File: src/rtl/csa_pkg.sv
// ----------------------------------------------------------------------------
// Context slot allocator package
// Shared sizes, types and command and status codes for the slot allocator.
// ----------------------------------------------------------------------------
package csa_pkg;

    localparam int SLOTS = 64;
    localparam int IDX_W = (SLOTS > 1) ? $clog2(SLOTS) : 1;
    localparam int ID_W  = 32;
    localparam int CNT_W = 7;

    typedef logic [IDX_W-1:0] slot_idx_t;
    typedef logic [ID_W-1:0]  ctx_id_t;
    typedef logic [CNT_W-1:0] count_t;
    typedef logic [1:0]       cmd_t;
    typedef logic [1:0]       status_t;

    localparam cmd_t CMD_CREATE = 2'd0;
    localparam cmd_t CMD_DELETE = 2'd1;
    localparam cmd_t CMD_LIST   = 2'd2;
    localparam cmd_t CMD_QUERY  = 2'd3;

    localparam status_t ST_OK    = 2'd0;
    localparam status_t ST_FAIL  = 2'd1;
    localparam status_t ST_EMPTY = 2'd2;

    localparam slot_idx_t LAST_SLOT = slot_idx_t'(SLOTS - 1);
    localparam ctx_id_t   FIRST_ID  = ctx_id_t'(1);

endpackage

File: src/rtl/csa_id_ram.sv
// ----------------------------------------------------------------------------
// Context id store
// One write port and one read port; the read data is registered, so it
// appears in the cycle after the address.
// ----------------------------------------------------------------------------
module csa_id_ram (
    input  logic             clk,
    input  logic             wr_en,
    input  csa_pkg::slot_idx_t wr_addr,
    input  csa_pkg::ctx_id_t   wr_data,
    input  csa_pkg::slot_idx_t rd_addr,
    output csa_pkg::ctx_id_t   rd_data
);
    import csa_pkg::*;

    ctx_id_t mem [SLOTS];
    ctx_id_t rd_data_reg;

    always_ff @(posedge clk)
    begin
        if (wr_en)
        begin
            mem[wr_addr] <= wr_data;
        end
    end

    always_ff @(posedge clk)
    begin
        rd_data_reg <= mem[rd_addr];
    end

    assign rd_data = rd_data_reg;

endmodule

File: src/rtl/context_slot_allocator_unit.sv
// ----------------------------------------------------------------------------
// Context slot allocator
// Results: create, delete and query give a single result once the slot scan
//   ends; a list gives its ids from the scan, at most one id per cycle;
//   an empty list answers next cycle.
// Commands: one command at a time; a new transfer is taken only once the
//   slot scan is done, and the scan reads one id entry per cycle.
// Reset: all slots free, the id counter at one, no clearing pass; no stalls.
// ----------------------------------------------------------------------------
module context_slot_allocator_unit (
    input  logic               clk,
    input  logic               rst_n,
    input  logic               start,
    input  csa_pkg::cmd_t      command,
    input  csa_pkg::ctx_id_t   context_id,
    input  csa_pkg::count_t    list_limit,
    output logic               busy,
    output logic               result_valid,
    output csa_pkg::status_t   status,
    output csa_pkg::ctx_id_t   context_id_res,
    output logic               last
);
    import csa_pkg::*;

    // Controller states.
    localparam logic STATE_IDLE = 1'b0;
    localparam logic STATE_SCAN = 1'b1;

    logic state_reg, state_next;

    // Latched command.
    cmd_t    cmd_reg;
    ctx_id_t id_reg;
    count_t  maxc_reg;

    // Scan issue stage: the slot whose id is being read from memory.
    slot_idx_t idx_reg, idx_next;
    logic      issue_reg, issue_next;

    // Evaluate stage: the slot whose id is now on the memory output.
    slot_idx_t rd_idx_reg;
    logic      rd_vld_reg, rd_vld_next;
    logic      rd_used_reg;
    ctx_id_t   rd_data;

    // Live slot flags, cleared by reset. The id memory itself needs no
    // reset because an id is only looked at while its flag is set.
    logic [SLOTS-1:0] slot_used_reg;
    ctx_id_t          next_id_reg;
    count_t           cnt_reg;

    // Result register.
    logic    res_valid_reg;
    status_t res_status_reg;
    ctx_id_t res_id_reg;
    logic    res_last_reg;

    // Evaluate stage decisions.
    logic    fire;
    status_t fire_status;
    ctx_id_t fire_id;
    logic    fire_last;
    logic    finish;
    logic    wr_en;
    logic    clr_en;
    logic    id_match;
    logic    live_after;
    logic    accept;
    logic    empty_list;
    ctx_id_t id_inc;

    assign accept = start && (state_reg == STATE_IDLE);

    // A list with nothing to return answers at once without a scan.
    assign empty_list = (command == CMD_LIST)
                        && ((list_limit == '0) || (slot_used_reg == '0));

    assign id_match = rd_used_reg && (rd_data == id_reg);

    // The counter skips zero when it wraps.
    assign id_inc = (next_id_reg + FIRST_ID == '0) ? FIRST_ID : next_id_reg + FIRST_ID;

    // Whether any slot above the one being evaluated is live. A list uses
    // this to mark its final id without looking further ahead.
    always_comb
    begin
        live_after = 1'b0;
        for (int k = 0; k < SLOTS; k++)
        begin
            if (slot_used_reg[k] && (slot_idx_t'(k) > rd_idx_reg))
            begin
                live_after = 1'b1;
            end
        end
    end

    csa_id_ram u_id_ram (
        .clk     (clk),
        .wr_en   (wr_en),
        .wr_addr (rd_idx_reg),
        .wr_data (next_id_reg),
        .rd_addr (idx_reg),
        .rd_data (rd_data)
    );

    // Evaluate one slot per cycle. A create, delete or query ends on the
    // first hit, or with a failure once the top slot has been seen.
    always_comb
    begin
        fire        = 1'b0;
        fire_status = ST_OK;
        fire_id     = '0;
        fire_last   = 1'b1;
        finish      = 1'b0;
        wr_en       = 1'b0;
        clr_en      = 1'b0;
        if (rd_vld_reg)
        begin
            case (cmd_reg)
                CMD_CREATE:
                begin
                    if (!rd_used_reg)
                    begin
                        wr_en   = 1'b1;
                        fire    = 1'b1;
                        fire_id = next_id_reg;
                        finish  = 1'b1;
                    end
                    else if (rd_idx_reg == LAST_SLOT)
                    begin
                        fire        = 1'b1;
                        fire_status = ST_FAIL;
                        finish      = 1'b1;
                    end
                end
                CMD_DELETE:
                begin
                    if (id_match)
                    begin
                        clr_en = 1'b1;
                        fire   = 1'b1;
                        finish = 1'b1;
                    end
                    else if (rd_idx_reg == LAST_SLOT)
                    begin
                        fire        = 1'b1;
                        fire_status = ST_FAIL;
                        finish      = 1'b1;
                    end
                end
                CMD_QUERY:
                begin
                    if (id_match)
                    begin
                        fire    = 1'b1;
                        fire_id = id_reg;
                        finish  = 1'b1;
                    end
                    else if (rd_idx_reg == LAST_SLOT)
                    begin
                        fire        = 1'b1;
                        fire_status = ST_FAIL;
                        finish      = 1'b1;
                    end
                end
                CMD_LIST:
                begin
                    if (rd_used_reg)
                    begin
                        fire      = 1'b1;
                        fire_id   = rd_data;
                        fire_last = (cnt_reg + count_t'(1) == maxc_reg) || !live_after;
                        finish    = fire_last;
                    end
                end
                default:
                begin
                    finish = 1'b1;
                end
            endcase
        end
    end

    // Next-state logic for the scan. Finishing squashes the read that is
    // already in flight.
    always_comb
    begin
        state_next  = state_reg;
        idx_next    = idx_reg;
        issue_next  = issue_reg;
        rd_vld_next = 1'b0;
        case (state_reg)
            STATE_IDLE:
            begin
                if (accept && !empty_list)
                begin
                    state_next = STATE_SCAN;
                    idx_next   = '0;
                    issue_next = 1'b1;
                end
            end
            STATE_SCAN:
            begin
                rd_vld_next = issue_reg;
                if (issue_reg)
                begin
                    if (idx_reg == LAST_SLOT)
                    begin
                        issue_next = 1'b0;
                    end
                    else
                    begin
                        idx_next = idx_reg + slot_idx_t'(1);
                    end
                end
                if (finish)
                begin
                    state_next  = STATE_IDLE;
                    issue_next  = 1'b0;
                    rd_vld_next = 1'b0;
                end
            end
            default:
            begin
                state_next = STATE_IDLE;
            end
        endcase
    end

    always_ff @(posedge clk or negedge rst_n)
    begin
        if (!rst_n)
        begin
            state_reg     <= STATE_IDLE;
            idx_reg       <= '0;
            issue_reg     <= 1'b0;
            rd_vld_reg    <= 1'b0;
            slot_used_reg <= '0;
            next_id_reg   <= FIRST_ID;
            cnt_reg       <= '0;
            res_valid_reg <= 1'b0;
        end
        else
        begin
            state_reg     <= state_next;
            idx_reg       <= idx_next;
            issue_reg     <= issue_next;
            rd_vld_reg    <= rd_vld_next;
            res_valid_reg <= fire || (accept && empty_list);
            if (wr_en)
            begin
                slot_used_reg[rd_idx_reg] <= 1'b1;
                next_id_reg               <= id_inc;
            end
            if (clr_en)
            begin
                slot_used_reg[rd_idx_reg] <= 1'b0;
            end
            if (accept)
            begin
                cnt_reg <= '0;
            end
            else if (fire)
            begin
                cnt_reg <= cnt_reg + count_t'(1);
            end
        end
    end

    // Payload registers.
    always_ff @(posedge clk)
    begin
        if (accept)
        begin
            cmd_reg  <= command;
            id_reg   <= context_id;
            maxc_reg <= list_limit;
        end
        rd_idx_reg  <= idx_reg;
        rd_used_reg <= slot_used_reg[idx_reg];
        if (accept && empty_list)
        begin
            res_status_reg <= ST_EMPTY;
            res_id_reg     <= '0;
            res_last_reg   <= 1'b1;
        end
        else if (fire)
        begin
            res_status_reg <= fire_status;
            res_id_reg     <= fire_id;
            res_last_reg   <= fire_last;
        end
    end

    assign busy           = (state_reg != STATE_IDLE);
    assign result_valid   = res_valid_reg;
    assign status         = res_status_reg;
    assign context_id_res = res_id_reg;
    assign last           = res_last_reg;

`ifndef NO_ASSERTIONS
    // A create only ever claims a slot that is free.
    a_create_free: assert property (@(posedge clk) disable iff (!rst_n)
        wr_en |-> !slot_used_reg[rd_idx_reg])
        else $error("create wrote a live slot");

    // Every accepted command is either scanning or answered next cycle.
    a_accept_progress: assert property (@(posedge clk) disable iff (!rst_n)
        accept |=> (busy || result_valid))
        else $error("accepted command was dropped");

    // The evaluate stage only holds data during a scan.
    a_eval_in_scan: assert property (@(posedge clk) disable iff (!rst_n)
        rd_vld_reg |-> (state_reg == STATE_SCAN))
        else $error("slot evaluated outside a scan");

    // The id counter never holds zero.
    a_id_nonzero: assert property (@(posedge clk) disable iff (!rst_n)
        next_id_reg != '0)
        else $error("id counter reached zero");

    // A list never returns more ids than there are slots.
    a_count_bound: assert property (@(posedge clk) disable iff (!rst_n)
        cnt_reg <= count_t'(SLOTS))
        else $error("list count overran the table");
`endif

endmodule
File: config.mk
export PLATFORM = sky130hd
export DESIGN_NAME = context_slot_allocator_unit
export DESIGN_NICKNAME = d
export VERILOG_FILES = /design/src/rtl/csa_pkg.sv /design/src/rtl/csa_id_ram.sv /design/src/rtl/context_slot_allocator_unit.sv
export SDC_FILE = /design/constraint.sdc
export NUM_CORES = 2
export LEC_CHECK = 0
export BUFFER_PORTS_ARGS = -buffer_cell sky130_fd_sc_hd__buf_4
export CAP_MARGIN = 10
export CORE_MARGIN = 2
export CORE_UTILIZATION = 53
export DETAILED_ROUTE_END_ITERATION = 10
export GPL_ROUTABILITY_DRIVEN = 0
export HOLD_SLACK_MARGIN = 0.03
export PLACE_DENSITY_LB_ADDON = 0.08
export RECOVER_POWER = 50
export SETUP_SLACK_MARGIN = 0.1
export SLEW_MARGIN = 15
export SYNTH_ARGS = -nofsm -noshare
export SYNTH_HDL_FRONTEND = slang
export SYNTH_SLANG_ARGS = --single-unit
export TNS_END_PERCENT = 50
File: constraint.sdc
create_clock -name clk -period 5 [get_ports clk]
set_input_delay 0.25 -clock clk [delete_from_list [all_inputs] [get_ports clk]]
set_output_delay 0.25 -clock clk [all_outputs]
set_load 0.01 [all_outputs]
* Word-level counts from Yosys, hierarchy flattened
Memories as Yosys holds them, arrays and structs flattened. A register that Yosys moved wholly into a read port is not among the register bits.
Cells that the tools add are included.
** Storage, ports and cells
- Flip-flop bits (word level) :: 196
- Memory bits (read-only) :: 0
- Bits in writable memories :: 2048
- Latch bits :: 0
- Memories kept :: 1
- Logic and storage cells :: 301
- Output and inout port bits :: 37
** Operators by class
- Shifts and indexed selects :: 0
- Multiply operators :: 0
- Reductions and logical operators :: 82
- Mux-type cells :: 117
- Eq/ne operators :: 11
- Add/subtract/negate cells :: 3
- Order comparisons :: 67
- Div/mod/pow operators :: 0
- Bitwise logic cells :: 4
** Memory list
- u_id_ram.mem :: words 64, width 32, rd ports 1, clocked after memory_dff 1, wr ports 1, RTL line csa_id_ram.sv:16 : ctx_id_t mem [SLOTS];
** Operators by type and width (number)
- greater-than comparator 6 bit, first input constant :: 32
- two-way mux 32 bit :: 5
- two-way mux 64 bit :: 2
- greater-than comparator 5 x 6 -> 1 bit, first input constant :: 16
- case mux 32 bit (3 select lines) :: 1
- two-way mux 1 bit :: 94
- logical AND 1 bit :: 70
- bitwise AND 64 bit :: 1
- logical NOT 64 bit :: 1
- inverter 64 bit :: 1
- bitwise OR 64 bit :: 1
- greater-than comparator 4 x 6 -> 1 bit, first input constant :: 8
- adder 32 x 1 -> 32 bit, second input constant :: 1
- == test 32 bit :: 1
- logical NOT 32 bit :: 1
- greater-than comparator 3 x 6 -> 1 bit, first input constant :: 4
- two-way mux 6 bit :: 3
- < comparator 6 x 7 -> 1 bit, second input constant :: 2
- two-way mux 7 bit :: 2
- == test 6 bit, second input constant :: 2
- greater-than comparator 1 x 6 -> 1 bit, first input constant :: 2
- greater-than comparator 2 x 6 -> 1 bit, first input constant :: 2
- case mux 6 bit (2 select lines) :: 1
- adder 7 x 1 -> 7 bit, second input constant :: 1
- 21 further kinds :: 30

* Longest topological paths before layout
- Depth after elaboration :: 73
- Gate-level depth with buffers :: 10

* By module
Synthesis repeated with hierarchy kept, for this count alone.
** Unflattened totals
- Cells, all modules :: 4460
- Area total of the unflattened synthesis :: 89130.5 um^2
** Modules (own cells, without submodules)
- csa_id_ram :: times used 1, area each 78515.3 um^2, sequential area each 62139.6 um^2, cells each 3324
- context_slot_allocator_unit :: times used 1, area each 10615.2 um^2, sequential area each 4901.0 um^2, cells each 1136

* Least setup slack after synthesis
Ideal clock, no wire load.
- Path kind :: register to register
- Start point :: reg cmd_reg[1]
- End point :: mem u_id_ram.mem[51][0] in the netlist's numbering, enable pin
- Arrival :: 4646 ps
- Cell stages (with the launch flop) :: 5
- Clock period less this slack :: 5150 ps
- Path slack :: -150 ps
- Buffers on the path :: 1
- Cell sequence :: edfxtp_1 > nor4b_1 > clkbuf_1 > nand2_1 > nor4_1
** Between the ends
- Longest elaborated chain between the ends :: 5
** RTL lines
- start, declared :: RTL line context_slot_allocator_unit.sv:32 : cmd_t cmd_reg;
- start signal, assigned :: RTL line context_slot_allocator_unit.sv:275 : cmd_reg <= command;
- logical NOT 2 bit :: RTL line context_slot_allocator_unit.sv:119 : case (cmd_reg)
- two-way mux 1 bit :: RTL line context_slot_allocator_unit.sv:119
- two-way mux 1 bit :: RTL line context_slot_allocator_unit.sv:117 : if (rd_vld_reg)
- two-way mux 1 bit :: RTL line csa_id_ram.sv:21 : if (wr_en)
- two-way mux 1 bit (not written as such) :: RTL line csa_id_ram.sv:23 : mem[wr_addr] <= wr_data;
- end, declared :: RTL line csa_id_ram.sv:16
No other way between the ends.

==> flow_summary.toml <==
[timing]
fin_crit_ns = 4.41
worstMarginPinSlew_ns = 3.70
rsz0062_at_grt = "no"
clock.fmax_mhz = 227
period_share_pct = 88.2
maxSlewViolCount = 965
setup_violations = 0
finalClockSkew_ns = 0.0421
hold_viol_final = 0
slew_headroom_pct = -147

[global_routing]
grt_pass1_vias = 46000
grt_pass1_wl_um = 356000
antenna_found_initial = 14
globalRouteOverflowTotal = 0
track_usage_pct = 29.6
grt_max_degree = 74

[placed_design]
placed_cells = 6490
postPlaceCellArea_mm2 = 0.0943
dp_hpwl_um = 146000
io_buffers = 80

[drt]
drc = 0
dr_total_vias = 46400
drtPass1Iterations = 9
wl_um = 254000
drtAntennaViolNets = 0
drt_iter0_drc = 6764
wl_per_cell_um = 36.6
viasPerCell = 6.67

[power]
power.internal_w = 0.0338
p_clk_share_pct = 34.5
pwr-share-comb_pct = 18.0
swShare_pct = 27.8
netSwitchingPower_w = 0.0130
peakVddDrop_mv = 0.398
power.total_w = 0.0468
leakage_nw = 36.1
power_density_mw_per_mm2 = 461
p_seq_share_pct = 47.5

[cells_and_area]
finalNetCount = 4602
fillers = 11900
area_growth_pct = 13.5
final_cells = 6951
fin_area_mm2 = 0.101
largest_reg_flops = 2048
drive_gt1_share_pct = 28.3

[cts]
cts_resized = 0
numClockSinks = 2276
path_clk_slew_ns = 0.06
clkLatencyLatePin_ns = 0.87
cts_setup_buffers = 0
cts_made_buffers = 222
cts_root_buffer = "clkbuf_16"
cts.path.max_buffers = 3
cts_tree = "yes"
h-tree-depth = 4

[floorplan]
initial_utilization_pct = 53.4
die_h_um = 415
die_area_mm2 = 0.172
num_rows = 150
core_area_mm2 = 0.167
num_io_pins = 81
die-width_um = 415

[synth]
synth-seq-cells = 2276
synth_nets = 4276
syn_inst = 4229
async_reset_ff_share_pct = 4.96
synth_seq_area_share_pct = 75.0
synth_flop_cell = "edfxtp_1"
avgSynthCellArea_um2 = 21.1
synthDistinctLibCells = 80
syn-cell-area_mm2 = 0.0894
synth_edf_count = 2089
yosys_warnings = 0

[worst_setup_path]
critPathRequiredTime_ns = 5.69
arrival_ns = 5.10
critPathMaxStageDelay_ns = 1.70
startpoint_type = "flop"
slowest_stage = "dfrtp_1"
path_max_fanout = 22
cp-end-kind = "flop"
path_cells = "buf_4 > mux4_2 > nor2b_1 > a211oi_1 > nor2_1"
crit_type = "flop to flop"

[outcome]
status = "finished, violations left"
violations = "capacitance limit, slew limit"

[worst_hold_path]
hold_class = "input pin to flop"

[job]
cap_violations = 22
-- kinds of logic after synthesis --
family                   Yosys count  synth area share (%)
AO/OA/AOI/OAI                    388                  3.30
multiplexers                     710                  16.8
XOR/XNOR                          78                 0.764
flip-flops                      2276                  75.0
adder cells (fa/ha/maj)            4                0.0532
AND/OR/NAND/NOR                  507                  2.89
buffers and inverters            266                  1.22
-- critical path: cells and delay by family (launching register included) --
kind	cells	cell delay (ns)
simple gates	2	0.31
compound gates	1	1.17
flops	1	1.70
buf+inv	1	0.61
mux	1	0.39
-- final timing paths --
kind	cells past startpoint	slack, ns	to	start
min in group asynchronous	4	1.63	result_valid	rst_n
worst min register to register	1	0.48	context_id_res[21]	context_id_res[21]
worst max-delay path	5	0.59	u_id_ram.rd_data[31]	idx_reg[3]
worst min-delay path	2	0.14	id_reg[9]	context_id[9]
worst max register to register	5	0.59	u_id_ram.rd_data[31]	idx_reg[3]
max in group asynchronous	4	1.14	idx_reg[0]	rst_n
-- layout by cell type (no fill, tap or decap), types with 13 or more instances in the layout --
cell type | Yosys | final
edfxtp_1 | 2089 | 2089
mux4_2 | 630 | 630
clkbuf_16 | 0 | 222
buf_4 | 0 | 183
clkbuf_1 | 147 | 122
nand2_1 | 101 | 101
nor2_1 | 133 | 89
dfrtp_1 | 112 | 89
a21oi_1 | 75 | 75
dfxtp_1 | 74 | 72
mux2i_1 | 58 | 58
o21ai_0 | 52 | 52
clkinv_1 | 1 | 51
xnor2_1 | 50 | 50
nor2_4 | 0 | 44
clkinv_2 | 0 | 44
dlygate4sd3_1 | 0 | 44
nand3_1 | 40 | 40
nor3_1 | 51 | 37
nor4_1 | 38 | 35
nand4_1 | 33 | 33
a22o_1 | 33 | 33
a2bb2oi_1 | 31 | 31
o2bb2ai_2 | 30 | 30
xor2_1 | 28 | 28
buf_12 | 0 | 26
a22oi_1 | 23 | 23
mux2_2 | 22 | 22
clkbuf_4 | 0 | 22
nor2b_1 | 22 | 21
a211oi_1 | 26 | 20
dfrtp_2 | 0 | 20
inv_1 | 18 | 19
a31oi_1 | 17 | 17
o22ai_1 | 17 | 16
nor3_2 | 1 | 15
clkbuf_8 | 0 | 14
or4_1 | 13 | 13
-- metrics by stage --
stage / hold WS [ns] / TNS (ns) / util [%] / worst slack, ns
detailed placement: 0.223 / 0 / 56.3 / 0.703
CTS: 0.0646 / 0 / 60.8 / 0.700
floorplan: -0.0456 / -0.321 / - / -0.0100
global placement: 0.228 / 0 / 56.3 / 0.578
global route: 0.120 / 0 / 60.6 / 0.338
finish: 0.140 / 0 / 60.6 / 0.588
-- cells in the mapped netlist, types with 12 or more instances --
library cell	n	share of area, %
xnor2_1	50	0.49
nand3_1	40	0.22
dfrtp_1	112	3.1
mux4_2	630	16
edfxtp_1	2089	70
o211ai_1	12	0.10
inv_1	18	0.076
buf_2	55	0.31
a22oi_1	23	0.19
a221oi_1	12	0.12
mux2_2	22	0.28
a2bb2oi_1	31	0.30
clkbuf_1	147	0.62
o21ai_0	52	0.29
a21oi_1	75	0.42
o2bb2ai_2	30	0.50
mux2i_1	58	0.65
nand4_1	33	0.23
dfxtp_1	74	1.7
nor3_1	51	0.29
or3_1	12	0.084
nand2_1	101	0.42
a211oi_1	26	0.22
buf_1	42	0.18
nor2b_1	22	0.15
or4_1	13	0.11
a31oi_1	17	0.12
nor2_1	133	0.56
a22o_1	33	0.32
o22ai_1	17	0.12
xor2_1	28	0.27
nor4_1	38	0.27
-- layout make-up --
class / count / area (µm²) / area share [%]
Sequential cell: 2276 / 67100 / 66.1
Clock inverter: 128 / 1050 / 1.04
Clock buffer: 284 / 5930 / 5.84
Inverter: 19 / 71.3 / 0.0703
Antenna cell: 4 / 10.0 / 0.00987
Timing Repair Buffer: 349 / 2780 / 2.74
Tap cell: 2204 / 2760 / 2.72
Multi-Input combinational cell: 1687 / 21800 / 21.5
-- layer usage --
layer | global-route usage, % | routed length [µm] | up-vias
met5 | 0 | 27 | -
met4 | 9.38 | 8560 | 4
met3 | 7.18 | 25500 | 452
met2 | 45.2 | 118000 | 2510
met1 | 42.8 | 102000 | 24900
li1 | - | - | 18500
-- what timing repair did --
item,CTS,global route
hold endpoints to repair,167,0
hold buffers,45,0
endpoints found under the setup margin,0,0
-- power groups by stage --
stage / Combinational, W / Clock [W] / Sequential, W
2_1_floorplan: 0.00564 / 0 / 0.0221
3_3_place_gp: 0.00843 / 0 / 0.0226
3_5_place_dp: 0.00845 / 0 / 0.0226
4_1_cts: 0.00849 / 0.0163 / 0.0222
5_1_grt: 0.00885 / 0.0171 / 0.0222
6_report: 0.00841 / 0.0161 / 0.0222
No activity file was read; power rests on OpenSTA's default activity.
